File: src/design/thruster_mix_normalize_macros.svh
// Assertion macros shared by the thruster mixer RTL.
// Depends on clk_i and rst_ni being present in the module that uses them.
`ifndef THRUSTER_MIX_NORMALIZE_MACROS_SVH
`define THRUSTER_MIX_NORMALIZE_MACROS_SVH

// Same-cycle implication, checked outside reset.
`define TMN_ASSERT(lbl, ante, cons, msg) \
  lbl: assert property (@(posedge clk_i) disable iff (!rst_ni) (ante) |-> (cons)) \
    else $error(msg);

// Next-cycle implication, checked outside reset.
`define TMN_ASSERT_NEXT(lbl, ante, cons, msg) \
  lbl: assert property (@(posedge clk_i) disable iff (!rst_ni) (ante) |=> (cons)) \
    else $error(msg);

`endif

File: src/design/tmn_pkg.sv
// Shared constants, types and the mixing function for the thruster mixer.
// No dependencies; all other files but the macro header import it.
package tmn_pkg;

  // Fixed point format: ONE means 1.0.
  localparam int FRAC_BITS = 14;

  localparam int NUM_DEM = 6;
  localparam int NUM_THR = 8;
  localparam int DEM_W   = 16;
  localparam int OUT_W   = 16;

  // A sum has three non-zero terms, so two extra bits cover it.
  localparam int SUM_W = DEM_W + 2;
  localparam int MAG_W = DEM_W + 1;
  localparam int MAX_W = (FRAC_BITS + 1 > MAG_W) ? FRAC_BITS + 1 : MAG_W;

  // Divider: quotient bits resolved per pipeline stage.
  localparam int DIV_STEPS  = 3;
  localparam int DIV_STAGES = (FRAC_BITS + DIV_STEPS) / DIV_STEPS;
  localparam int DIV_T      = DIV_STAGES * DIV_STEPS;
  localparam int NUM_W      = MAX_W + FRAC_BITS;
  localparam int RES_W      = (DIV_T + 1 > OUT_W) ? DIV_T + 1 : OUT_W;

  localparam int IN_TDATA_W  = NUM_DEM * DEM_W;
  localparam int OUT_TDATA_W = NUM_THR * OUT_W;

  localparam logic [MAX_W-1:0] ONE = {{(MAX_W-1){1'b0}}, 1'b1} << FRAC_BITS;

  // Mixing matrix, one row per thruster, columns roll..sway.
  localparam int MIX_TBL [NUM_THR][NUM_DEM] = '{
    '{ 0,  0,  1,  0, -1,  1},
    '{ 0,  0, -1,  0, -1, -1},
    '{ 0,  0, -1,  0,  1,  1},
    '{ 0,  0,  1,  0,  1, -1},
    '{ 1, -1,  0, -1,  0,  0},
    '{-1, -1,  0, -1,  0,  0},
    '{ 1,  1,  0, -1,  0,  0},
    '{-1,  1,  0, -1,  0,  0}
  };

  typedef logic signed [DEM_W-1:0] demand_t;
  typedef demand_t [NUM_DEM-1:0] demands_t;

  // One divider lane: partial remainder, dividend bits still to shift in,
  // quotient so far and the sign to apply at the end.
  typedef struct packed {
    logic             neg;
    logic [MAX_W-1:0] rem;
    logic [DIV_T-1:0] num;
    logic [DIV_T-1:0] quo;
  } div_lane_t;

  typedef struct packed {
    div_lane_t [NUM_THR-1:0] lane;
    logic [MAX_W-1:0]        divisor;
  } div_item_t;

  // Signed sum of one matrix row against the demands.
  function automatic logic signed [SUM_W-1:0] mix_sum(input int row, input demands_t dem);
    logic signed [SUM_W-1:0] acc;
    acc = '0;
    for (int c = 0; c < NUM_DEM; c++) begin
      case (MIX_TBL[row][c])
        1:       acc = acc + SUM_W'($signed(dem[c]));
        -1:      acc = acc - SUM_W'($signed(dem[c]));
        default: acc = acc;
      endcase
    end
    return acc;
  endfunction

endpackage

File: src/design/tmn_div_stage.sv
// One divider stage: resolves DIV_STEPS quotient bits on every lane.
// Depends on tmn_pkg and the assertion macro header.
`include "thruster_mix_normalize_macros.svh"

module tmn_div_stage (
  input  logic                clk_i,
  input  logic                rst_ni,
  input  logic                in_valid_i,
  output logic                in_ready_o,
  input  tmn_pkg::div_item_t  item_i,
  output logic                out_valid_o,
  input  logic                out_ready_i,
  output tmn_pkg::div_item_t  item_o
);
  import tmn_pkg::*;

  logic             valid_q;
  logic             ready;
  div_item_t        item_d, item_q;
  logic [MAX_W:0]   trial;
  logic             qbit;
  logic             rem_ok;

  assign ready       = !valid_q || out_ready_i;
  assign in_ready_o  = ready;
  assign out_valid_o = valid_q;
  assign item_o      = item_q;

  // Restoring division: shift in a dividend bit, subtract when it fits.
  always_comb begin
    item_d = item_i;
    trial  = '0;
    qbit   = 1'b0;
    for (int m = 0; m < NUM_THR; m++) begin
      for (int s = 0; s < DIV_STEPS; s++) begin
        trial = {item_d.lane[m].rem, item_d.lane[m].num[DIV_T-1]};
        qbit  = trial >= {1'b0, item_d.divisor};
        if (qbit) begin
          trial = trial - {1'b0, item_d.divisor};
        end
        item_d.lane[m].rem = trial[MAX_W-1:0];
        item_d.lane[m].num = item_d.lane[m].num << 1;
        item_d.lane[m].quo = {item_d.lane[m].quo[DIV_T-2:0], qbit};
      end
    end
  end

  always_ff @(posedge clk_i or negedge rst_ni) begin
    if (!rst_ni) begin
      valid_q <= 1'b0;
    end else if (ready) begin
      valid_q <= in_valid_i;
    end
  end

  always_ff @(posedge clk_i) begin
    if (ready && in_valid_i) begin
      item_q <= item_d;
    end
  end

  // Every partial remainder stays below the divisor.
  always_comb begin
    rem_ok = 1'b1;
    for (int m = 0; m < NUM_THR; m++) begin
      if (item_q.lane[m].rem >= item_q.divisor) begin
        rem_ok = 1'b0;
      end
    end
  end

  `TMN_ASSERT(a_rem_below_div, valid_q, rem_ok, "partial remainder not below divisor")

endmodule

File: config.mk
export PLATFORM = sky130hd
export DESIGN_NAME = tmn_div_stage
export DESIGN_NICKNAME = d
export VERILOG_FILES = /design/src/design/tmn_pkg.sv /design/src/design/tmn_div_stage.sv
export VERILOG_INCLUDE_DIRS = /design/src /design/src/design
export SDC_FILE = /design/constraint.sdc
export NUM_CORES = 2
export LEC_CHECK = 0
export BUFFER_PORTS_ARGS = -buffer_cell sky130_fd_sc_hd__buf_4
export CAP_MARGIN = 20
export CORE_MARGIN = 2
export CORE_UTILIZATION = 29
export CTS_CLUSTER_DIAMETER = 200
export DETAILED_ROUTE_END_ITERATION = 8
export HOLD_SLACK_MARGIN = 0.06
export SYNTH_ARGS = -nofsm -noshare
export SYNTH_HDL_FRONTEND = slang
export SYNTH_SLANG_ARGS = --single-unit
File: constraint.sdc
create_clock -name clk_i -period 20 [get_ports clk_i]
set_input_delay 3 -clock clk_i [delete_from_list [all_inputs] [get_ports clk_i]]
set_output_delay 3 -clock clk_i [all_outputs]
set_load 0.005 [all_outputs]
### Word-level counts from Yosys, hierarchy flattened

Index checks and enable logic that the tools add are counted.

* output and inout port bits: 403
* memories: 0
* ROM bits: 0
* logic and storage cells: 109
* latch bits: 0
* RAM bits: 0
* bits in registers: 378
* input bits: 405

* bitwise operators: 0
* mux-type cells: 24
* $add $sub $neg: 24
* $mul: 0
* eq/ne operators: 0
* reduce and logical (&&, ||, !) cells: 3
* shift operators: 0
* div/mod/pow operators: 0
* order comparisons: 24

Operators with widths (count)
* 18-bit by 17-bit greater-or-equal comparator with 1-bit output: 24
* 17-bit two-way mux: 24
* 17-bit subtractor: 24
* 1-bit logical AND: 1
* 1-bit logical NOT: 1
* 1-bit logical OR: 1

### Longest topological paths before layout

* depth in word-level cells: 6
* gate-level depth with buffers: 40
* gate-level depth less buffers: 35

### Worst setup path after synthesis

No wires, ideal clock.

* path type: input-to-reg
* from: input out_ready_i
* to: register item_q, in the netlist item_o[0], enable pin
* slack: 7504 ps
* cell stages on the path: 2
* setup time: 790 ps
* arrival time: 11707 ps
* path buffers: 0
* cell sequence: nand2b_1 and2_1

* longest elaborated chain between the ends: 2

RTL lines
* from (decl): RTL line tmn_div_stage.sv:12 `input logic out_ready_i,`
* 1-bit logical OR: RTL line tmn_div_stage.sv:24 `assign ready = !valid_q || out_ready_i;`
* 1-bit logical AND: RTL line tmn_div_stage.sv:57 `if (ready && in_valid_i) begin`
* to (signal assigned): RTL line tmn_div_stage.sv:58 `item_q <= item_d;`
* to (decl): RTL line tmn_div_stage.sv:19 `div_item_t item_d, item_q;`

No other way between the ends.
A chain may end at the register's enable or synchronous reset.

==> impl_metrics.ini <==
[power]
power_density_mw_per_mm2 = 125
p_comb_share_pct = 60.3
ir_worst_vdd_mv = 0.0794
p_leak_nw = 19.0
power_w = 0.00547
net-switching-power_w = 0.00226
clkPwrFrac_pct = 17.0
seq_power_share_pct = 22.6
switching_share_pct = 41.4
p_int_w = 0.00320

[yosys]
ys_warn_count = 0
synthArstFlopShare_pct = 0.265
synth_area_leaders = edfxtp_1 33%, ha_1 15%, a21oi_1 4.9%, xnor2_1 4.9%, mux2_2 4.0%
synth_common_cells = 408 x ha_1, 377 x edfxtp_1, 338 x a21oi_1
synth_edf_count = 377
ys_ff_latch = 378
synth-simple-area-share_pct = 13.0
seq_area_frac_synth_pct = 32.9
synth-compound-area-share_pct = 20.0
synth_mux_area_share_pct = 6.26
synth_area_per_cell_um2 = 9.59
synth.top_cell.area_share_pct = 32.9
post-synth-top-area-cell = edfxtp_1
syn_inst = 3592
synth.distinct_cells = 91
synth_xor_area_share_pct = 8.14
yosys.area_share.adder_pct = 16.2
synth_ff_type = edfxtp_1
yosys.cell_count.top_type = ha_1
synth_top_family_by_area = compound AO/OA/AOI/OAI gates
netlist_area_mm2 = 0.0344

[global_routing]
grt_pass1_vias = 29700
grt_pass1_wl_mm = 196
grt_usage_pct = 21.7
grt.overflow.total = 0
grt_max_degree = 148
antenna_found_initial = 22

[clocking]
cts_buffer_depth = 3
ctsHoldBuffers = 0
cts.sinks = 378
cts_root_buf = clkbuf_16
cts_max_level = 2
cts_tree = yes
clkTransAtPathRegs_ps = 60
worstSkewPairLatency_ps = 640
post_cts_buffers = 0
cts-buffers-inserted = 50
cts_resized = 0

[sta]
worst_slack_ps = 7270
achievable-frequency_ghz = 0.0786
fin_crit_sh_pct = 63.7
fin_crit_ps = 12730
finClkSkew_ps = 27.6
finalSetupViolCount = 0
rsz0062_at_grt = false
relSlewSlack_pct = 29.1
final_max_slew_viol_count = 0
tightest_slew_ps = 1060
setup_tns_ps = 0
hold_viol_final = 0

[detailed_routing]
vias_per_cell = 5.23
drtAntennaViolNets = 0
wirelength_mm = 138
wl_per_cell_um = 23.2
vias = 31200
drt-initial-drc-count = 1989
dr.pass1.iters = 5
drc = 0

[setup_path]
arrival_ps = 13120
critPathKind = input port to flip-flop
critPathTopFamily = compound AO/OA/AOI/OAI gates
crit_slowest_cell = a21o_1
worstPathMaxFanout = 27
required_ps = 20390
crit_buf_inv = 7
start_kind = input port
cpPeakStageDelay_ps = 720
crit_path_frequent_cell = a21oi_1
endpoint_kind = flip-flop

[die]
dieArea_mm2 = 0.122
start_util_pct = 29.2
ioPinCount = 808
core_area_mm2 = 0.118
die_w_um = 349
rows = 126
fp.dieH_um = 349

[place]
gp_congestion = 0.931
io_buffer_count = 759
dp_hpwl_mm = 111
pre_cts_slack_ps = 6580

[hold_path]
min_path_type = flip-flop to flip-flop

[flow_run]
cap_violations = 0

[cells_and_area]
syn_to_final_growth_pct = 27.1
num-nets-final = 5225
utilization_pct = 37.1
drive_gt1_share_pct = 24.6

[status]
status = finished clean
metal layers:
metal  global-route usage [%]  part of all wire [%]  vias up
met2                     37.8                    48     1038
met4                     6.24                   3.0       32
li1                         -                     -    15100
met3                     5.16                   7.3      199
met5                        0                  0.14        -
met1                     26.6                    41    14800
worst min-delay path: cells and delay by family, from the launching register on:
family           cells  cell delay [ps]
flip-flops           1              370
AND/OR/NAND/NOR      2              220
final cells by class:
class | instances | area [um^2]
diodes | 3 | 7.51
clock buffers | 57 | 1300
clock inverters | 35 | 365
fillers | 11900 | 74200
inverters | 195 | 736
multi-input cells | 2957 | 22000
flip-flops and latches | 378 | 11300
well taps | 1536 | 1920
repair buffers | 806 | 6070
state kept, by name, summed over array words and instances (netlist names):
name / cells
out_valid_o: 1
item_o: 377
worst paths after layout:
kind                             start          end  slack (ps)  cells past startpoint
max                          item_i[1]  item_o[110]        7270                     35
min                        out_valid_o  out_valid_o         640                      2
max reg2reg                out_valid_o  item_o[158]       15910                      5
min reg2reg                out_valid_o  out_valid_o         640                      2
max in group asynchronous       rst_ni  out_valid_o       17790                      1
min in group asynchronous       rst_ni  out_valid_o        2120                      1
cells in the final DEF (no fill, tap or decap), types with 27 or more instances in the layout:
cell type / instances
nor2b_1: 54
o221ai_1: 33
nor3_1: 65
o21ai_0: 202
nand3_1: 61
nand4_1: 55
inv_1: 172
ha_1: 408
o211ai_1: 27
edfxtp_1: 377
buf_4: 804
o21bai_1: 41
nor2_1: 255
a31oi_1: 29
nand2_1: 218
mux2_2: 123
a21o_1: 120
mux2i_1: 68
xor2_1: 128
or3_1: 27
o21a_1: 59
clkbuf_16: 51
xnor2_1: 192
a21oi_1: 338
nand2b_1: 61
logic make-up after synthesis:
logic type / count (synthesis)
compound gates: 1066
xor+xnor: 320
fa+ha+maj: 432
buf+inv: 280
flops: 378
mux: 199
other cells: 1
simple gates: 916
power by group through the flow:
stage | Clock [W] | Combinational [W] | Sequential, W
detailed placement | 0 | 0.00327 | 0.00126
CTS | 0.000960 | 0.00330 | 0.00124
floorplan | 0 | 0.00224 | 0.00127
finish | 0.000931 | 0.00330 | 0.00124
global placement | 0 | 0.00326 | 0.00126
global route | 0.000986 | 0.00362 | 0.00125
through the flow:
step | hold slack, ps | cell area [um^2] | cells
finish | 636 | 43800 | 5967
global route | 676 | 43800 | 5965
CTS | 634 | 43700 | 5963
detailed placement | 608 | 42100 | 5871
global placement | 606 | 42100 | 5871
floorplan | 537 | 34500 | 3615
No activity file was read; power rests on OpenSTA's default activity.
