$ cat config.mk
export PLATFORM = sky130hd
export DESIGN_NAME = tmn_mix
export DESIGN_NICKNAME = d
export VERILOG_FILES = /design/src/design/tmn_pkg.sv /design/src/design/tmn_mix.sv
export VERILOG_INCLUDE_DIRS = /design/src /design/src/design
export SDC_FILE = /design/constraint.sdc
export NUM_CORES = 1
export LEC_CHECK = 0
export BUFFER_PORTS_ARGS = -buffer_cell sky130_fd_sc_hd__clkbuf_2
export CAP_MARGIN = 20
export CORE_MARGIN = 2
export CORE_UTILIZATION = 56
export DETAILED_ROUTE_END_ITERATION = 7
export GPL_ROUTABILITY_DRIVEN = 0
export PLACE_DENSITY_LB_ADDON = 0.15
export SYNTH_ARGS = -nofsm -noshare
export SYNTH_HDL_FRONTEND = slang
export SYNTH_SLANG_ARGS = --single-unit
$ cat constraint.sdc
create_clock -name clk_i -period 8.95 [get_ports clk_i]
set_input_delay 0 -clock clk_i [delete_from_list [all_inputs] [get_ports clk_i]]
set_output_delay 0 -clock clk_i [all_outputs]
set_load 0.1 [all_outputs]
$ cat src/design/thruster_mix_normalize_macros.svh
// Assertion macros shared by the thruster mixer RTL.
// Depends on clk_i and rst_ni being present in the module that uses them.
`ifndef THRUSTER_MIX_NORMALIZE_MACROS_SVH
`define THRUSTER_MIX_NORMALIZE_MACROS_SVH

// Same-cycle implication, checked outside reset.
`define TMN_ASSERT(lbl, ante, cons, msg) \
  lbl: assert property (@(posedge clk_i) disable iff (!rst_ni) (ante) |-> (cons)) \
    else $error(msg);

// Next-cycle implication, checked outside reset.
`define TMN_ASSERT_NEXT(lbl, ante, cons, msg) \
  lbl: assert property (@(posedge clk_i) disable iff (!rst_ni) (ante) |=> (cons)) \
    else $error(msg);

`endif

$ cat src/design/tmn_pkg.sv
// Shared constants, types and the mixing function for the thruster mixer.
// No dependencies; all other files but the macro header import it.
package tmn_pkg;

  // Fixed point format: ONE means 1.0.
  localparam int FRAC_BITS = 14;

  localparam int NUM_DEM = 6;
  localparam int NUM_THR = 8;
  localparam int DEM_W   = 16;
  localparam int OUT_W   = 16;

  // A sum has three non-zero terms, so two extra bits cover it.
  localparam int SUM_W = DEM_W + 2;
  localparam int MAG_W = DEM_W + 1;
  localparam int MAX_W = (FRAC_BITS + 1 > MAG_W) ? FRAC_BITS + 1 : MAG_W;

  // Divider: quotient bits resolved per pipeline stage.
  localparam int DIV_STEPS  = 3;
  localparam int DIV_STAGES = (FRAC_BITS + DIV_STEPS) / DIV_STEPS;
  localparam int DIV_T      = DIV_STAGES * DIV_STEPS;
  localparam int NUM_W      = MAX_W + FRAC_BITS;
  localparam int RES_W      = (DIV_T + 1 > OUT_W) ? DIV_T + 1 : OUT_W;

  localparam int IN_TDATA_W  = NUM_DEM * DEM_W;
  localparam int OUT_TDATA_W = NUM_THR * OUT_W;

  localparam logic [MAX_W-1:0] ONE = {{(MAX_W-1){1'b0}}, 1'b1} << FRAC_BITS;

  // Mixing matrix, one row per thruster, columns roll..sway.
  localparam int MIX_TBL [NUM_THR][NUM_DEM] = '{
    '{ 0,  0,  1,  0, -1,  1},
    '{ 0,  0, -1,  0, -1, -1},
    '{ 0,  0, -1,  0,  1,  1},
    '{ 0,  0,  1,  0,  1, -1},
    '{ 1, -1,  0, -1,  0,  0},
    '{-1, -1,  0, -1,  0,  0},
    '{ 1,  1,  0, -1,  0,  0},
    '{-1,  1,  0, -1,  0,  0}
  };

  typedef logic signed [DEM_W-1:0] demand_t;
  typedef demand_t [NUM_DEM-1:0] demands_t;

  // One divider lane: partial remainder, dividend bits still to shift in,
  // quotient so far and the sign to apply at the end.
  typedef struct packed {
    logic             neg;
    logic [MAX_W-1:0] rem;
    logic [DIV_T-1:0] num;
    logic [DIV_T-1:0] quo;
  } div_lane_t;

  typedef struct packed {
    div_lane_t [NUM_THR-1:0] lane;
    logic [MAX_W-1:0]        divisor;
  } div_item_t;

  // Signed sum of one matrix row against the demands.
  function automatic logic signed [SUM_W-1:0] mix_sum(input int row, input demands_t dem);
    logic signed [SUM_W-1:0] acc;
    acc = '0;
    for (int c = 0; c < NUM_DEM; c++) begin
      case (MIX_TBL[row][c])
        1:       acc = acc + SUM_W'($signed(dem[c]));
        -1:      acc = acc - SUM_W'($signed(dem[c]));
        default: acc = acc;
      endcase
    end
    return acc;
  endfunction

endpackage

$ cat src/design/tmn_mix.sv
// Front end of the mixer: matrix sums, magnitudes and the frame maximum.
// Depends on tmn_pkg and the assertion macro header.
`include "thruster_mix_normalize_macros.svh"

module tmn_mix (
  input  logic                clk_i,
  input  logic                rst_ni,
  input  logic                in_valid_i,
  output logic                in_ready_o,
  input  tmn_pkg::demands_t   dem_i,
  output logic                out_valid_o,
  input  logic                out_ready_i,
  output tmn_pkg::div_item_t  item_o
);
  import tmn_pkg::*;

  logic                    va_q, vb_q, vc_q;
  logic                    ra, rb, rc;
  logic signed [SUM_W-1:0] sum_d [NUM_THR];
  logic signed [SUM_W-1:0] sum_q [NUM_THR];
  logic                    neg_d [NUM_THR];
  logic                    neg_q [NUM_THR];
  logic [MAG_W-1:0]        mag_d [NUM_THR];
  logic [MAG_W-1:0]        mag_q [NUM_THR];
  logic [MAG_W-1:0]        pmax_d [NUM_THR/2];
  logic [MAG_W-1:0]        pmax_q [NUM_THR/2];
  logic [MAX_W-1:0]        mx;
  logic [NUM_W-1:0]        n_full;
  div_item_t               item_d, item_q;

  // Each stage takes a new item when it is empty or its contents move on.
  assign rc = !vc_q || out_ready_i;
  assign rb = !vb_q || rc;
  assign ra = !va_q || rb;
  assign in_ready_o  = ra;
  assign out_valid_o = vc_q;
  assign item_o      = item_q;

  // Stage A: one signed sum per thruster.
  always_comb begin
    for (int m = 0; m < NUM_THR; m++) begin
      sum_d[m] = mix_sum(m, dem_i);
    end
  end

  // Stage B: magnitudes and the maximum of each pair.
  always_comb begin
    for (int m = 0; m < NUM_THR; m++) begin
      neg_d[m] = sum_q[m][SUM_W-1];
      mag_d[m] = neg_d[m] ? MAG_W'(-sum_q[m]) : MAG_W'(sum_q[m]);
    end
    for (int p = 0; p < NUM_THR / 2; p++) begin
      pmax_d[p] = (mag_d[2*p] > mag_d[2*p+1]) ? mag_d[2*p] : mag_d[2*p+1];
    end
  end

  // Stage C: frame maximum, floored at ONE, and the divider's start values.
  always_comb begin
    mx = ONE;
    for (int p = 0; p < NUM_THR / 2; p++) begin
      if (MAX_W'(pmax_q[p]) > mx) begin
        mx = MAX_W'(pmax_q[p]);
      end
    end
    item_d.divisor = mx;
    n_full = '0;
    for (int m = 0; m < NUM_THR; m++) begin
      n_full = NUM_W'(mag_q[m]) << FRAC_BITS;
      item_d.lane[m].neg = neg_q[m];
      item_d.lane[m].rem = MAX_W'(n_full >> DIV_T);
      item_d.lane[m].num = n_full[DIV_T-1:0];
      item_d.lane[m].quo = '0;
    end
  end

  // Valid bits.
  always_ff @(posedge clk_i or negedge rst_ni) begin
    if (!rst_ni) begin
      va_q <= 1'b0;
      vb_q <= 1'b0;
      vc_q <= 1'b0;
    end else begin
      if (ra) va_q <= in_valid_i;
      if (rb) vb_q <= va_q;
      if (rc) vc_q <= vb_q;
    end
  end

  // Payload registers, loaded only with a valid item.
  always_ff @(posedge clk_i) begin
    if (ra && in_valid_i) begin
      sum_q <= sum_d;
    end
    if (rb && va_q) begin
      neg_q  <= neg_d;
      mag_q  <= mag_d;
      pmax_q <= pmax_d;
    end
    if (rc && vb_q) begin
      item_q <= item_d;
    end
  end

  `TMN_ASSERT_NEXT(a_mix_take, in_valid_i && in_ready_o, va_q, "accepted item lost at stage A")
  `TMN_ASSERT(a_div_floor, vc_q, item_q.divisor >= ONE, "frame maximum below ONE")

endmodule

# --- Word level (Yosys, flattened, before mapping) ---
# Index checks and enable logic that the tools add are counted.
classes:
  magnitude_cmp: 8
  add_sub_neg: 26
  n_mux: 16
  reduce_logical: 9
op_table:
  columns: ["cell", "n"]
  rows:
  - ["$mux 17", 16]
  - ["$neg 17->17", 8]
  - ["$gt 17x17->1", 7]
  - ["$sub 17x16->18", 5]
  - ["$add 17x16->18", 3]
  - ["$sub 18x16->18", 3]
  - ["$add 16x16->17", 2]
  - ["$sub 1x16->17 const A", 2]
  - ["$sub 16x16->17", 2]
  - ["$add 18x16->18", 1]
  - ["$gt 17x15->1 const B", 1]
  - ["$logic_and 1x1->1", 3]
  - ["$logic_not 1->1", 3]
  - ["$logic_or 1x1->1", 3]
totals:
  reg_bits: 520
  output_inout_bits: 403

# --- Depth between registers and ports, before layout ---
depth:
  depth_word: 8
  depth_mapped: 38
  mapped_depth_nobuf: 32

# --- Worst setup path after synthesis ---
# Ideal clock, no wire load.
synth_timing:
  path_kind: "reg-to-reg"
  start: "register item_d[46] (netlist name)"
  end: "register item_q, in the netlist item_o[10] (data pin)"
  required_time_ns: 8.671
  path_stages_with_launch: 38
  synth_period_minus_slack_ns: 7.308
  t_arrival_ns: 7.028
  setup_slack_ns: 1.642
  path_cell_list: "edfxtp_1 > nor4_1 > nand4_1 > nand2_1 > nand3_1 > clkbuf_1 > nand2_1 > ha_1 > and3_1 > a221o_1 > a21oi_1 > o21ai_0 > a21oi_1 > a41o_1 > clkbuf_1 > buf_2 > mux2_2 > ha_1 > [2 not listed] > o21a_1 > o21ai_0 > o2111ai_1 > nand2_1 > clkbuf_1 > nor2_1 > a21o_1 > ha_1 > a21o_1 > a21o_1 > a21oi_1 > a21o_1 > a31oi_1 > o21ai_1 > and2_1 > clkbuf_1 > clkbuf_1 > a221oi_1"
synth_lines:
  columns: ["element", "line_no", "source"]
  rows:
  - ["end signal, assigned", "tmn_mix.sv:100", "item_q <= item_d;"]
  - ["end, declared", "tmn_mix.sv:29", "div_item_t item_d, item_q;"]

==> results.ini <==
[synth]
synth.cells.most_frequent=edfxtp_1, inv_1, ha_1, buf_4, xnor2_1
synth_edf_count=504
synthDominantAreaCellType=edfxtp_1
netlist.area_leader.share=0.444
seq_area_frac_synth=0.446
yosys.cell_count.top_type=edfxtp_1
syn_area_cell_sq_um=11.3
ys_types=68
synth_area_leaders=edfxtp_1, ha_1, fa_1, buf_4, inv_1
synthesis.instances=3005
yosysWarningCount=0
mappedNetlistArea_sq_um=34100
count_of_state_elements_after_synthesis=507
ys_dominant_reg_cell=edfxtp_1
ys_async_sr_fraction=0.00592

[pwr]
vdd.ir_drop.worst_mv=0.425
total_power_mw=13.8
leakagePower_nw=16.5
total_power_density_per_cell_area_nw_per_um2=371

[clocking]
cts_sinks=507
cts.path.max_buffers=3
htree_levels=2
cts_root_buf=clkbuf_16
clk_latency_ns=0.63
postCtsSetupBuffers=0
cts_made_buffers=53
path_clk_slew_ns=0.06
cts_tree=built

[timing]
period_minus_slack_ns=8.18
final.setup.tns_ns=0
timing_worst_slew_pin_value_ns=1.05
finalSetupViolCount=0
rsz_0062_raised_after_global_routing=false
skew_ns=0.0443
timing.final.hold_violations=0
slew_headroom=0.292
final_critical_path_share_of_the_clock_period=0.914
final_layout_worst_hold_slack_ns=0.0643
timing_max_transition_violations_final=0
maxClockFrequency_mhz=122

[global_route]
grt_max_degree=87
grt.overflow.total=0
first_global_vias=22100
grt_antenna_before_repair=3
global_route.usage.total=0.254
first_pass_grt_wire_length_um=123000

[worst_setup_path]
critical_path_arrival_ns=8.50
rr_startpoint=pmax_q[61]
reg2reg_to=item_o[0]
crit_path_slowest_cell=and2_1
worst-setup-path-type=reg2reg
crit_required_ns=9.27
worstSetupEndpointType=flop
path_max_fanout=19
max_stage_delay_ns=0.53
number_of_cell_instances_on_the_worst_register_to_register_path=32
worst-r2r-setup-slack_ns=0.77
worstSetupStartpointType=flop
crit_top_cell=a21o_1

[status]
run_status=finished clean

[routing]
detail_route.first_pass.iterations=7
detail_route.vias_per_cell=5.48
detail-route-antenna-nets=0
detail_route.drc_violations=0
wl_per_cell_um=19.6
via_count=22700
drt_first_iter_violations=1734
wirelength_um=80900

[min_path]
worstHoldPathType=in2reg
hold_end=sum_q[37]
holdCritStartpoint=dem_i[17]
worst_hold_path.num_cells=3

[floorplanning]
fp.dieH_um=251
effective_utilization_at_floorplan=0.566
core_area_sq_um=60200
io-pin-count=503
placementRows=90
dieArea_sq_um=62800
die_width_um=251

[final_layout]
fillers=4727
final_core_utilization=0.619
layout-drive-gt1-share=0.137
layout.nets=3811
layout.cells.non_filler=4135
antenna_cells=0
area_growth_syn_to_layout_pct=9.45

[run]
timing.max_cap.violations=0

[placement]
port-buffer-count=262
placed_cells_incl_taps=4026
detailedPlacementHpwl_um=64400

## what timing repair did
action,4_1_cts,5_1_grt
hold buffers,10,0
setup endpoints to repair,0,17
gates resized for setup,0,1
endpoints found under the hold margin,10,0
## cell families (layout without fill, tap and decap cells)
kind of cell,Yosys count,in the layout,synth area share
buffers and inverters,702,811,0.104
AND/OR/NAND/NOR,568,568,0.0825
flip-flops,507,507,0.446
AO/OA/AOI/OAI,490,490,0.0976
adder cells (fa/ha/maj),401,401,0.176
XOR/XNOR,248,248,0.0642
multiplexers,88,88,0.0286
other,1,240,0.000110
## registers in the layout, indices dropped and copies added (netlist names)
register     count
item_d         140
sum_q          132
vb_q             1
neg_d            8
out_valid_o      1
va_q             1
pmax_q          67
item_o         157
## worst max-delay path by stage
stage	to	slack [ns]	depth (start not counted)	start
floorplan	item_o[10]	1.64	37	item_d[46]
global placement	item_o[16]	0.95	31	pmax_q[60]
detailed placement	item_o[7]	0.78	32	pmax_q[61]
CTS	item_o[7]	0.74	32	pmax_q[61]
global route	item_o[6]	0.01	32	pmax_q[61]
finish	item_o[0]	0.77	32	pmax_q[61]
## power breakdown
group          switching (mW)  internal (mW)  leakage [nW]
Sequential              0.485           3.74          4.89
Clock                   0.948           1.30         0.871
Combinational            4.93           2.44          10.7
## stage by stage
step | area, sq um | setup slack (ns)
6_report | 37300 | 0.772
5_1_grt | 37300 | 0.0128
4_1_cts | 37300 | 0.737
3_5_place_dp | 35400 | 0.775
3_3_place_gp | 35400 | 0.953
2_1_floorplan | 35000 | 1.64
## final cells by class
class / count / area (sq um) / share of cell area
well taps: 782 / 978 / 0.0262
multi-input cells: 2035 / 16200 / 0.435
flip-flops and latches: 507 / 15200 / 0.408
clock buffers: 57 / 1340 / 0.0360
clock inverters: 41 / 432 / 0.0116
repair buffers: 282 / 1490 / 0.0400
inverters: 431 / 1620 / 0.0434
## metal layers
metal / vias to the layer above / global-route usage / share of wire
met1: 11100 / 0.367 / 0.44
met5: - / 0 / 0
li1: 10600 / - / -
met2: 857 / 0.402 / 0.46
met4: 0 / 0.0763 / 0.028
met3: 123 / 0.0323 / 0.072
## critical path, delay by kind of cell (launching register included)
family / cells / cell delay [ns]
AO/OA/AOI/OAI: 17 / 3.25
AND/OR/NAND/NOR: 10 / 2.60
adder cells (fa/ha/maj): 3 / 0.88
multiplexers: 1 / 0.45
flip-flops: 1 / 0.40
buffers and inverters: 1 / 0.31
## cell usage in the layout (no fill, tap or decap), types with 26 or more instances in the layout
| cell type | synthesis | routed |
|---|---|---|
| a21o_1 | 80 | 80 |
| a21oi_1 | 98 | 97 |
| clkbuf_16 | 0 | 53 |
| clkbuf_2 | 0 | 262 |
| conb_1 | 1 | 240 |
| edfxtp_1 | 504 | 504 |
| fa_1 | 132 | 132 |
| ha_1 | 269 | 269 |
| inv_1 | 429 | 429 |
| mux2_2 | 74 | 74 |
| nand2_1 | 137 | 137 |
| nand2b_1 | 33 | 33 |
| nand3_1 | 51 | 51 |
| nand4_1 | 26 | 26 |
| nor2_1 | 127 | 127 |
| nor3_1 | 50 | 50 |
| o21a_1 | 33 | 33 |
| o21ai_0 | 93 | 93 |
| o31ai_1 | 31 | 31 |
| or3_1 | 35 | 35 |
| xnor2_1 | 166 | 166 |
| xor2_1 | 80 | 80 |
(Power assumes the default switching activity.)
